--- src/rtl/core/rom_bank_map_dma_snoop_macros.svh ---
// Assertion macros used by the controller top level.
`ifndef ROM_BANK_MAP_DMA_SNOOP_MACROS_SVH
`define ROM_BANK_MAP_DMA_SNOOP_MACROS_SVH
`ifndef SYNTHESIS
`define RBMDS_ASSERT(label, clk, rst_n, prop, msg) \
label: assert property (@(posedge clk) disable iff (!rst_n) prop) else $error(msg);
`define RBMDS_ASSERT_IMP(label, clk, rst_n, ante, cons, msg) \
label: assert property (@(posedge clk) disable iff (!rst_n) (ante) |-> (cons)) else $error(msg);
`else
`define RBMDS_ASSERT(label, clk, rst_n, prop, msg)
`define RBMDS_ASSERT_IMP(label, clk, rst_n, ante, cons, msg)
`endif
`endif

--- src/rtl/core/rbmds_pkg.sv ---
// Types, codes and constants of the ROM bank map / DMA snoop controller.
package rbmds_pkg;

	localparam int CHANNELS_DEF = 8;
	localparam int BANKS        = 4;
	localparam int BANK_IDX_W   = $clog2(BANKS);

	typedef enum logic [2:0] {
		ACT_FORWARD = 3'd0,
		ACT_READ    = 3'd1,
		ACT_OPEN    = 3'd2,
		ACT_WRITE   = 3'd3,
		ACT_ROM     = 3'd4,
		ACT_DECOMP  = 3'd5
	} action_t;

	localparam logic [1:0] KIND_RD  = 2'd0;
	localparam logic [1:0] KIND_WR  = 2'd1;
	localparam logic [1:0] KIND_ROM = 2'd2;

	localparam logic [15:0] DMA_WIN_MASK = 16'h4380;
	localparam logic [15:0] DMA_WIN_BASE = 16'h4300;
	localparam logic [15:0] REG_DEV_EN   = 16'h4800;
	localparam logic [15:0] REG_XFER_EN  = 16'h4801;
	localparam logic [15:0] REG_BANK0    = 16'h4804;

	localparam logic [3:0] DMA_ADDR_LO  = 4'd2;
	localparam logic [3:0] DMA_ADDR_MID = 4'd3;
	localparam logic [3:0] DMA_ADDR_HI  = 4'd4;
	localparam logic [3:0] DMA_CNT_LO   = 4'd5;
	localparam logic [3:0] DMA_CNT_HI   = 4'd6;

	localparam logic [23:0] ROM_DIRECT_LIMIT = 24'h400000;
	localparam logic [23:0] BANK_OFS_MASK    = 24'h0fffff;

	// Register write strobes decoded from one item
	typedef struct packed {
		logic                  dma_wr;
		logic [2:0]            dma_ch;
		logic [3:0]            dma_ofs;
		logic                  dev_wr;
		logic                  xfer_wr;
		logic                  bank_wr;
		logic [BANK_IDX_W-1:0] bank_idx;
		logic [7:0]            data;
	} reg_wr_t;

	// Channel match result
	typedef struct packed {
		logic       hit;
		logic [2:0] chan;
		logic       start;
	} match_t;

endpackage

--- src/rtl/core/rom_bank_map_dma_snoop.sv ---
// Top level of the cartridge memory controller with DMA snooping.
`include "rom_bank_map_dma_snoop_macros.svh"

// One bus access per item, one item accepted every clock cycle unless the input is
// stalled. An item is captured in an input register, decoded, matched against the
// channel table and mapped combinationally, and its result lands in a result register
// once the result register is free to take it. The channel match, count decrement and
// stream bookkeeping for an item complete as it moves into the result register, so the
// next item always sees the state the previous one left. Both sides may stall freely;
// accesses stay in order and no reset sweep is needed.
module rom_bank_map_dma_snoop
	import rbmds_pkg::*;
#(
	parameter int CHANNELS = CHANNELS_DEF
) (
	input  logic        clk,
	input  logic        arst_n,
	input  logic        access_valid,
	output logic        access_stall,
	input  logic [1:0]  kind,
	input  logic [23:0] address,
	input  logic [7:0]  write_data,
	output logic        result_valid,
	input  logic        result_stall,
	output logic [2:0]  action,
	output logic [7:0]  read_data,
	output logic [27:0] rom_address,
	output logic        stream_start,
	output logic [2:0]  channel
);

	logic        s1_valid_q;
	logic [1:0]  kind_s1;
	logic [23:0] address_s1;
	logic [7:0]  write_data_s1;
	logic        s1_fire;
	logic        result_valid_q;
	action_t     action_s2;
	logic [7:0]  read_data_s2;
	logic [27:0] rom_address_s2;
	logic        stream_start_s2;
	logic [2:0]  channel_s2;

	logic [15:0] a16;
	logic        in_dma;
	logic        is_bank;
	logic        below;
	logic        is_wr;
	logic        serve;
	reg_wr_t     wr;
	match_t      match;
	logic [7:0]  bank_rd;
	logic [27:0] map_rom;
	action_t     act_d;
	logic [7:0]  rd_d;
	logic [27:0] rom_d;
	logic        start_d;
	logic [2:0]  chan_d;

	assign s1_fire      = s1_valid_q & (~result_valid_q | ~result_stall);
	assign access_stall = s1_valid_q & ~s1_fire;

	always_ff @(posedge clk or negedge arst_n) begin
		if (!arst_n) begin
			s1_valid_q <= 1'b0;
		end else if (!access_stall) begin
			s1_valid_q <= access_valid;
		end
	end

	always_ff @(posedge clk) begin
		if (access_valid && !access_stall) begin
			kind_s1       <= kind;
			address_s1    <= address;
			write_data_s1 <= write_data;
		end
	end

	assign a16     = address_s1[15:0];
	assign in_dma  = (a16 & DMA_WIN_MASK) == DMA_WIN_BASE;
	assign is_bank = a16[15:BANK_IDX_W] == REG_BANK0[15:BANK_IDX_W];
	assign below   = address_s1 < ROM_DIRECT_LIMIT;
	assign is_wr   = s1_fire & (kind_s1 == KIND_WR);
	assign serve   = s1_fire & (kind_s1 == KIND_ROM) & ~below & match.hit;

	always_comb begin
		wr.dma_wr   = is_wr & in_dma;
		wr.dma_ch   = a16[6:4];
		wr.dma_ofs  = a16[3:0];
		wr.dev_wr   = is_wr & ~in_dma & (a16 == REG_DEV_EN);
		wr.xfer_wr  = is_wr & ~in_dma & (a16 == REG_XFER_EN);
		wr.bank_wr  = is_wr & ~in_dma & is_bank;
		wr.bank_idx = a16[BANK_IDX_W-1:0];
		wr.data     = write_data_s1;
	end

	rbmds_chan_table #(
		.CHANNELS(CHANNELS)
	) u_chan_table (
		.clk     (clk),
		.arst_n  (arst_n),
		.wr      (wr),
		.address (address_s1),
		.serve   (serve),
		.match   (match)
	);

	rbmds_bank_map u_bank_map (
		.clk      (clk),
		.arst_n   (arst_n),
		.wr       (wr),
		.rd_idx   (a16[BANK_IDX_W-1:0]),
		.map_addr (address_s1),
		.rd_data  (bank_rd),
		.map_rom  (map_rom)
	);

	always_comb begin
		act_d   = ACT_OPEN;
		rd_d    = '0;
		rom_d   = '0;
		start_d = 1'b0;
		chan_d  = '0;
		case (kind_s1)
			KIND_RD: begin
				if (in_dma) begin
					act_d = ACT_FORWARD;
				end else if (is_bank) begin
					act_d = ACT_READ;
					rd_d  = bank_rd;
				end
			end
			KIND_WR: begin
				act_d = in_dma ? ACT_FORWARD : ACT_WRITE;
			end
			KIND_ROM: begin
				if (below) begin
					act_d = ACT_ROM;
					rom_d = {4'd0, address_s1};
				end else if (match.hit) begin
					act_d   = ACT_DECOMP;
					start_d = match.start;
					chan_d  = match.chan;
				end else begin
					act_d = ACT_ROM;
					rom_d = map_rom;
				end
			end
			default: act_d = ACT_OPEN;
		endcase
	end

	always_ff @(posedge clk or negedge arst_n) begin
		if (!arst_n) begin
			result_valid_q <= 1'b0;
		end else if (s1_fire) begin
			result_valid_q <= 1'b1;
		end else if (!result_stall) begin
			result_valid_q <= 1'b0;
		end
	end

	always_ff @(posedge clk) begin
		if (s1_fire) begin
			action_s2       <= act_d;
			read_data_s2    <= rd_d;
			rom_address_s2  <= rom_d;
			stream_start_s2 <= start_d;
			channel_s2      <= chan_d;
		end
	end

	assign result_valid = result_valid_q;
	assign action       = action_s2;
	assign read_data    = read_data_s2;
	assign rom_address  = rom_address_s2;
	assign stream_start = stream_start_s2;
	assign channel      = channel_s2;

	`RBMDS_ASSERT_IMP(a_stall_cause, clk, arst_n, access_stall, s1_valid_q && result_valid_q && result_stall, "input stalled without a blocked result")
	`RBMDS_ASSERT_IMP(a_no_bubble, clk, arst_n, !result_valid_q, !access_stall, "input stalled while result register is empty")
	`RBMDS_ASSERT_IMP(a_start_decomp, clk, arst_n, result_valid_q && stream_start_s2, action_s2 == ACT_DECOMP, "stream start on a non-decompressor result")
	`RBMDS_ASSERT_IMP(a_read_clean, clk, arst_n, result_valid_q && action_s2 != ACT_READ, read_data_s2 == 8'd0, "read data set outside a register read")

endmodule

--- src/rtl/core/rbmds_chan_table.sv ---
// DMA channel table: snooped address and size, enable masks, priority match.
module rbmds_chan_table
	import rbmds_pkg::*;
#(
	parameter int CHANNELS = CHANNELS_DEF
) (
	input  logic        clk,
	input  logic        arst_n,
	input  reg_wr_t     wr,
	input  logic [23:0] address,
	input  logic        serve,
	output match_t      match
);

	logic [23:0]         chan_addr_q [CHANNELS];
	logic [15:0]         chan_cnt_q  [CHANNELS];
	logic [15:0]         cnt_dec     [CHANNELS];
	logic [7:0]          dev_en_q;
	logic [7:0]          xfer_en_q;
	logic                active_q;
	logic [CHANNELS-1:0] cand;
	logic [CHANNELS-1:0] sel;
	logic [CHANNELS-1:0] cnt_end;
	logic                end_sel;

	always_comb begin
		for (int i = 0; i < CHANNELS; i++) begin
			cand[i]    = dev_en_q[i] & xfer_en_q[i] & (chan_addr_q[i] == address);
			cnt_dec[i] = chan_cnt_q[i] - 16'd1;
			cnt_end[i] = (cnt_dec[i] == 16'd0);
		end
	end

	// Lowest-numbered candidate wins
	always_comb begin
		sel        = '0;
		match.chan = 3'd0;
		for (int i = CHANNELS - 1; i >= 0; i--) begin
			if (cand[i]) begin
				sel        = '0;
				sel[i]     = 1'b1;
				match.chan = 3'(i);
			end
		end
		match.hit   = |cand;
		match.start = ~active_q;
		end_sel     = |(sel & cnt_end);
	end

	for (genvar g = 0; g < CHANNELS; g++) begin : g_chan
		always_ff @(posedge clk or negedge arst_n) begin
			if (!arst_n) begin
				chan_addr_q[g] <= '0;
				chan_cnt_q[g]  <= '0;
			end else if (serve && sel[g]) begin
				chan_cnt_q[g] <= cnt_dec[g];
			end else if (wr.dma_wr && wr.dma_ch == 3'(g)) begin
				case (wr.dma_ofs)
					DMA_ADDR_LO:  chan_addr_q[g][7:0]   <= wr.data;
					DMA_ADDR_MID: chan_addr_q[g][15:8]  <= wr.data;
					DMA_ADDR_HI:  chan_addr_q[g][23:16] <= wr.data;
					DMA_CNT_LO:   chan_cnt_q[g][7:0]    <= wr.data;
					DMA_CNT_HI:   chan_cnt_q[g][15:8]   <= wr.data;
					default: ;
				endcase
			end
		end
	end

	always_ff @(posedge clk or negedge arst_n) begin
		if (!arst_n) begin
			dev_en_q  <= '0;
			xfer_en_q <= '0;
			active_q  <= 1'b0;
		end else begin
			if (wr.dev_wr)
				dev_en_q <= wr.data;
			if (wr.xfer_wr) begin
				xfer_en_q <= wr.data;
			end else if (serve && end_sel) begin
				// drop the finished channel's transfer enable
				xfer_en_q <= xfer_en_q & ~8'(sel);
			end
			if (serve)
				active_q <= ~end_sel;
		end
	end

endmodule

--- src/rtl/core/rbmds_bank_map.sv ---
// Bank registers: register readback and 1 MiB bank mapping of ROM reads.
module rbmds_bank_map
	import rbmds_pkg::*;
(
	input  logic                  clk,
	input  logic                  arst_n,
	input  reg_wr_t               wr,
	input  logic [BANK_IDX_W-1:0] rd_idx,
	input  logic [23:0]           map_addr,
	output logic [7:0]            rd_data,
	output logic [27:0]           map_rom
);

	logic [7:0] bank_q [BANKS];

	always_ff @(posedge clk or negedge arst_n) begin
		if (!arst_n) begin
			for (int i = 0; i < BANKS; i++)
				bank_q[i] <= 8'(i);
		end else if (wr.bank_wr) begin
			bank_q[wr.bank_idx] <= wr.data;
		end
	end

	assign rd_data = bank_q[rd_idx];
	assign map_rom = {bank_q[map_addr[20+BANK_IDX_W-1:20]], map_addr[19:0] & BANK_OFS_MASK[19:0]};

endmodule

--- config.mk ---
export PLATFORM = sky130hd
export DESIGN_NAME = rom_bank_map_dma_snoop
export DESIGN_NICKNAME = d
export VERILOG_FILES = /design/src/rtl/core/rbmds_pkg.sv /design/src/rtl/core/rom_bank_map_dma_snoop.sv /design/src/rtl/core/rbmds_chan_table.sv /design/src/rtl/core/rbmds_bank_map.sv
export VERILOG_INCLUDE_DIRS = /design/src /design/src/rtl/core
export SDC_FILE = /design/constraint.sdc
export NUM_CORES = 1
export LEC_CHECK = 0
export ABC_AREA = 1
export BUFFER_PORTS_ARGS = -buffer_cell sky130_fd_sc_hd__clkbuf_2
export CAP_MARGIN = 10
export CORE_MARGIN = 2
export CORE_UTILIZATION = 40
export CTS_CLUSTER_SIZE = 16
export DETAILED_ROUTE_END_ITERATION = 16
export MAX_ROUTING_LAYER = met4
export PLACE_DENSITY_LB_ADDON = 0.3
export SETUP_SLACK_MARGIN = 0.02
export SYNTH_ARGS = -nofsm -noshare
export SYNTH_HDL_FRONTEND = slang
export SYNTH_SLANG_ARGS = --single-unit
export TNS_END_PERCENT = 5
--- constraint.sdc ---
create_clock -name clk -period 4.9 [get_ports clk]
set_clock_uncertainty 0.15 [all_clocks]
set_input_delay 0.49 -clock clk [delete_from_list [all_inputs] [get_ports clk]]
set_output_delay 0.49 -clock clk [all_outputs]
set_load 0.05 [all_outputs]
# Word-level counts from Yosys, hierarchy flattened
# Index checks and enable logic that the tools add are counted.
[word_totals]
reg_bits = 448
input_bits = 38
out_inout_bits = 45
elab_cells = 308
[classes]
add_sub_neg = 8
n_lt_le_gt_ge = 4
eq_ne = 27
n_mux = 54
n_bitwise = 52
reduce_logical = 103
[ops]
columns = ["op", "count"]
rows = [
  ["16-bit 2-to-1 mux", 16],
  ["24-bit equality test", 8],
  ["8-bit 2-to-1 mux", 17],
  ["16-bit zero test", 8],
  ["16-bit by 1-bit subtractor with 16-bit output (second input constant)", 8],
  ["3-bit AND reduction", 24],
  ["2-bit nonzero test", 25],
  ["24-bit 2-to-1 mux", 2],
  ["8-bit binary-select mux with 2-bit select", 2],
  ["32-bit bitwise mux", 1],
  ["16-bit by 15-bit equality test with 1-bit output (second input constant)", 2],
  ["2-bit AND reduction", 16],
  ["1-bit bitwise AND", 27],
  ["24-bit by 23-bit < comparator with 1-bit output (second input constant)", 1],
  ["1-bit logical AND", 19],
  ["1-bit inverter", 19],
  ["8-bit bitwise AND", 2],
  ["8-bit demux with 2-bit select", 1],
  ["8-bit OR reduction", 2],
  ["14-bit by 13-bit equality test with 1-bit output (second input constant)", 1],
  ["3-bit equality test (second input constant)", 4],
  ["4-bit by 3-bit equality test with 1-bit output (second input constant)", 3],
  ["3-bit 2-to-1 mux", 4],
  ["2-bit 2-to-1 mux", 5],
  ["22 further kinds", 31],
]

# Logic depth before layout (Yosys ltp)
[depth]
word_depth = 15
ltp_mapped = 22

# Hierarchy
# A second synthesis with hierarchy kept.
[unflattened]
cells_unflattened = 3810
area_unflattened_um2 = 27712.8
[modules_own_cells]
columns = ["mod", "n_inst", "cells_per_inst", "area_per_inst_um2", "seq_area_each_um2"]
rows = [
  ["rbmds_chan_table", 1, 3251, 22321.4, 8433.1],
  ["rom_bank_map_dma_snoop", 1, 242, 3181.8, 2362.3],
  ["rbmds_bank_map", 1, 317, 2209.6, 805.8],
]

# Least setup slack after synthesis
# OpenSTA, ideal clock, no wires.
[synth_timing]
path_kind = "reg2reg"
startpoint = "reg result_valid_q (netlist: result_valid)"
endpoint = "reg u_chan_table.chan_cnt_q[16] (netlist bit)"
arrival_time_ps = 4169
slack_ps = 458
path_stages_with_launch = 13
period_less_slack_ps = 4442
path_cell_list = "dfrtp_1 -> nand2_1 -> inv_1 -> nor2_1 -> nand2_1 -> nor2_1 -> nand2_1 -> nor3_2 -> inv_1 -> nor2_2 -> inv_1 -> a21oi_1 -> o21ai_1"
[synth_between]
elab_chain_len = 9
word_cells_on_any_way = 14
[synth_lines]
columns = ["item", "line", "text"]
rows = [
  ["start: declaration", "rom_bank_map_dma_snoop.sv:37", "logic result_valid_q;"],
  ["start signal: assignment", "rom_bank_map_dma_snoop.sv:155", "result_valid_q <= 1'b0;"],
  ["start signal: assignment", "rom_bank_map_dma_snoop.sv:157", "result_valid_q <= 1'b1;"],
  ["start signal: assignment", "rom_bank_map_dma_snoop.sv:159", "result_valid_q <= 1'b0;"],
  ["1-bit inverter (*)", "rom_bank_map_dma_snoop.sv:60", "assign s1_fire = s1_valid_q & (~result_valid_q | ~result_stall);"],
  ["1-bit bitwise OR (*)", "rom_bank_map_dma_snoop.sv:60", ""],
  ["1-bit bitwise AND (*)", "rom_bank_map_dma_snoop.sv:60", ""],
  ["net s1_fire", "rom_bank_map_dma_snoop.sv:36", "logic s1_fire;"],
  ["1-bit bitwise AND (3 in a row)", "rom_bank_map_dma_snoop.sv:84", "assign serve = s1_fire & (kind_s1 == KIND_ROM) & ~below & match.hit;"],
  ["1-bit logical AND", "rbmds_chan_table.sv:55", "end else if (serve && sel[g]) begin"],
  ["2-bit nonzero test (no source line)", "n/a", ""],
  ["2-bit AND reduction (no source line)", "n/a", ""],
  ["end signal: indexed assignment", "rbmds_chan_table.sv:56", "chan_cnt_q[g] <= cnt_dec[g];"],
  ["end signal: indexed assignment", "rbmds_chan_table.sv:62", "DMA_CNT_LO: chan_cnt_q[g][7:0] <= wr.data;"],
  ["end signal: indexed assignment", "rbmds_chan_table.sv:63", "DMA_CNT_HI: chan_cnt_q[g][15:8] <= wr.data;"],
  ["end: declaration", "rbmds_chan_table.sv:16", "logic [15:0] chan_cnt_q [CHANNELS];"],
]
# Mark *: on every way through the listed nets, which the timed path passes. The rest lies on a longest branch.
# A chain may end at the register's enable or synchronous reset.

# Final worst setup path
[layout_timing]
startpoint = "reg address_s1[23]"
endpoint = "reg u_chan_table.chan_cnt_q[58] (netlist bit)"
[layout_between]
elab_chain_len = 12
word_cells_on_any_way = 33
[layout_lines]
columns = ["item", "line", "text"]
rows = [
  ["start: declaration", "rom_bank_map_dma_snoop.sv:34", "logic [23:0] address_s1;"],
  ["start signal: assignment", "rom_bank_map_dma_snoop.sv:74", "address_s1 <= address;"],
  ["24-bit equality test", "rbmds_chan_table.sv:28", "cand[i] = dev_en_q[i] & xfer_en_q[i] & (chan_addr_q[i] == address);"],
  ["1-bit bitwise AND", "rbmds_chan_table.sv:28", ""],
  ["8-bit 2-to-1 mux (7 in a row)", "rbmds_chan_table.sv:39", "if (cand[i]) begin"],
  ["1-bit logical AND (*)", "rbmds_chan_table.sv:55", ""],
  ["2-bit nonzero test (no source line)", "n/a", ""],
  ["2-bit AND reduction (no source line)", "n/a", ""],
]
# Every way passes the cells marked *; elsewhere a longest branch is shown, timed or not.

==> metrics.md <==
| Metric | Value |
|---|---|
| First-pass GRT wire length | around 140,000 µm |
| P_int | approximately 6400 µW |
| Resize count post-CTS | 0 |
| Worst path required time | 5.29 ns |
| Cells after Synth | approximately 3,500 |
| Row count | 93 |
| Final worst hold slack | 0.331 ns |
| Antenna-violating nets left | 0 |
| Flops & latches, synth | 448 |
| Setup crit end kind | register |
| Initial DRC Count | 2,473 |
| CTS tree | yes |
| Nets | 3,675 |
| R2r endpoint | u_chan_table.chan_cnt_q[58]$_DFFE_PN0P_ |
| WL per Instance | 19.7 µm |
| Arr. time, crit path | 4.39 ns |
| Congestion Overflow GR | 0 |
| Total CTS buffers | between 50 and 60 |
| Ys Warns | 0 |
| Internal reg-to-reg setup slack | approximately 0.9 ns |
| Placer Congestion | 0.992 |
| Buffers on Ports | 82 |
| Vias | 24,148 |
| CTS sink count | 448 |
| Vias per std cell | 5.34 |
| Initial antenna violation count | 2 |
| Total track usage | 0.273 |
| Root buf cell | clkbuf_16 |
| Vias in the first global route | 22,886 |
| Final Hold Fails | 0 |
| Final setup fails | 0 |
| Actual slew at the worst max-slew pin | 1.01 ns |
| Slew margin rel. | 0.327 |
| Comb pwr share | 0.097 |
| PD cells | 299 nW/µm² |
| Worst R2R Start | address_s1[23]$_DFFE_PP_ |
| Reg2reg path depth | 16 |
| Full die area | between 60,000 and 70,000 µm² |
| NetSw | 2390 µW |
| Post-route setup slack | between 0.8 and 0.9 ns |
| Crit Path Max Fanout | 20 |
| Fin util | 0.456 |
| Avg Cell Area, Syn | 7.34 µm² |
| Distinct cells, synth | just over 50 |
| Clock latency on the worst-skew pair | 0.63 ns |
| DP Worst Slack | 1.05 ns |
| Reg clk slew, reported paths | 0.07 ns |
| Fill cells | 6,515 |
| Met3 WL | 6720 µm |
| Tmin final | 4.01 ns |
| Critical path type | reg2reg |
| WL final | 89,100 µm |
| Synth async-reset ratio | 0.828 |
| Cts hold-fix bufs | 37 |
| Max cap viols | 0 |
| Die height | 259 µm |
| Final HPWL DP | 59,700 µm |
| CORE AREA | roughly 64,000 µm² |
| Synth-to-layout area growth | 13.1% |
| Starting Density | 0.403 |
| Setup repair bufs after CTS | 0 |
| TritonRoute pass-1 iters | 7 |
| Share of layout cells above drive strength 1 | 0.0882 |
| RSZ-0062 raised after global routing | no |
| Uppermost layer routed | met4 |
| Final Cycle Share | 0.818 |
| Slew Viols, Final | 0 |
| Sw frac | 0.272 |
| Register area share after synthesis | 0.447 |
| Sequential power share | 0.450 |
| Min-delay worst type | in2async |
| VDD IR max | 0.312 mV |
| TNS Setup | 0 ns |
| Worst setup SP type | register |
| Bufs on Longest Clock Path | 3 |
| Mapped Area | 26,000 µm² |
| Residual DRC | 0 |
| Syn nets | 3,592 |
| Dominant synthesized flop cell | dfrtp_1 |
| Clk pwr share | 0.453 |
| H-tree depth | 2 |
| Wire length on met1 | 38,500 µm |
| I/O pins | 83 |
| Largest net degree at the start of global routing | 99 |
| Met2 wire length | 39,900 µm |
| Static Leak | 0.0137 µW |
| F_max | 0.250 GHz |
| Post-synth EDFFs | 77 |
| Outcome | finished, final reports clean |
| Die X | about 260 µm |
cell usage in the layout (no fill, tap or decap), drive strengths merged, types with 59 or more instances in the layout:
cell type  count
nand3        457
nand2       1012
buf           62
nor3          62
nor2         397
xnor2         59
edfxtp        77
o21ai        275
clkbuf       156
inv          363
dfrtp        367
state kept, by name (all words and copies together), names as in the netlist:
signal / count
result_valid: 1
stream_start: 1
u_bank_map.bank_q: 32
s1_valid_q: 1
action: 3
rom_address: 28
channel: 3
kind_s1: 2
read_data: 8
u_chan_table.chan_addr_q: 192
u_chan_table.dev_en_q: 8
u_chan_table.active_q: 1
address_s1: 24
u_chan_table.chan_cnt_q: 128
write_data_s1: 8
u_chan_table.xfer_en_q: 8
layer usage:
metal,vias up,global-route usage
li1,11654,-
met1,11359,0.361
met2,909,0.417
met3,226,0.0450
met4,0,0.113
met5,-,-
power groups by stage:
stage | logic (µW) | registers [µW] | clock network, µW
3_5_place_dp | 819 | 4020 | 0
2_1_floorplan | 359 | 4090 | 0
4_1_cts | 845 | 3950 | 4030
6_report | 851 | 3950 | 3970
3_3_place_gp | 823 | 4020 | 0
5_1_grt | 906 | 3950 | 4170
worst max-delay path: stages, from the launching register on:
cell and delay (ns):
edfxtp_1 0.89, inv_2 0.34, a21oi_1 0.21, nand2_1 0.06
nor2_1 0.19, nand2_1 0.07, nor2_1 0.08, nand2_1 0.16
nand3_2 0.16, nor2_2 0.07, nand2_2 0.10, nand2_4 0.09
nor2_8 0.19, nand2_1 0.41, inv_1 0.50, nand2_1 0.11
nand3_1 0.10
worst max path at each step:
stage                        startpoint                                       to  slack, ns  depth (start not counted)
2_1_floorplan  result_valid$_DFFE_PN0P_  u_chan_table.chan_cnt_q[16]$_DFFE_PN0P_       0.46                         12
3_3_place_gp   address_s1[23]$_DFFE_PP_  u_chan_table.chan_cnt_q[55]$_DFFE_PN0P_       1.10                         16
3_5_place_dp   address_s1[15]$_DFFE_PP_  u_chan_table.chan_cnt_q[58]$_DFFE_PN0P_       1.05                         17
4_1_cts        address_s1[23]$_DFFE_PP_  u_chan_table.chan_cnt_q[58]$_DFFE_PN0P_       1.04                         16
5_1_grt         address_s1[7]$_DFFE_PP_  u_chan_table.chan_cnt_q[58]$_DFFE_PN0P_       0.74                         16
6_report       address_s1[23]$_DFFE_PP_  u_chan_table.chan_cnt_q[58]$_DFFE_PN0P_       0.89                         16
through the flow:
stage / instances / power (µW) / area (µm²)
floorplan: 3538 / 4450 / 26000
global placement: 4386 / 4840 / 27200
detailed placement: 4386 / 4840 / 27200
CTS: 4517 / 8830 / 29300
global route: 4519 / 9030 / 29400
finish: 4519 / 8770 / 29400
logic make-up (layout without fill, tap and decap cells):
| family | count (synthesis) | after routing | share of synthesized area |
|---|---|---|---|
| AOI/OAI and AO/OA | 401 | 401 | 0.0871 |
| xor gates and xnor gates | 108 | 108 | 0.0364 |
| buffers and inverters | 516 | 640 | 0.0809 |
| other | 0 | 2 | 0 |
| and+or+nand+nor | 2049 | 2049 | 0.341 |
| DFF | 448 | 448 | 0.447 |
| adders and majority gates | 16 | 16 | 0.00771 |
synth_stat cells (2+ instances only):
library cell,n,share of area
a21oi_1,43,0.0083
nand3_1,456,0.088
clkbuf_1,74,0.011
a311oi_1,2,0.00067
nor2_2,18,0.0043
nor4_1,8,0.0019
nor3b_1,6,0.0017
buf_2,49,0.0094
dfrtp_1,367,0.35
and2_1,2,0.00048
nor2_1,376,0.054
o211ai_1,40,0.012
nor3_1,57,0.011
o211ai_2,9,0.0043
o21ai_1,9,0.0017
buf_1,7,0.0010
xnor2_1,59,0.020
a22oi_1,8,0.0023
or2_1,2,0.00048
inv_2,30,0.0043
inv_1,332,0.048
o21bai_1,2,0.00058
o21ai_0,266,0.051
o22ai_1,2,0.00048
clkinv_1,4,0.00058
a2bb2oi_1,2,0.00067
or2_2,11,0.0027
buf_4,13,0.0038
nand2_4,4,0.0017
nand3b_1,33,0.0095
nand4_1,53,0.013
a31oi_1,9,0.0022
dfstp_2,4,0.0040
buf_6,7,0.0030
nor2_4,2,0.00087
nor3_2,5,0.0019
nand2_1,1000,0.14
xor2_1,49,0.017
nand2_2,8,0.0019
or2_0,3,0.00072
a221oi_1,6,0.0020
edfxtp_1,77,0.089
ha_1,16,0.0077
cell type report:
type                            instances  area [µm²]  area share
Inverter                              366        1370      0.0468
Multi-Input combinational cell       2574       12300       0.418
Tap cell                              855        1070      0.0364
Sequential cell                       448       11600       0.395
Timing Repair Buffer                  180        1300      0.0442
Antenna cell                            2        5.00    0.000171
Clock inverter                         19         199     0.00678
Clock buffer                           75        1530      0.0521
Note: power is estimated with default switching activity, not from simulation.
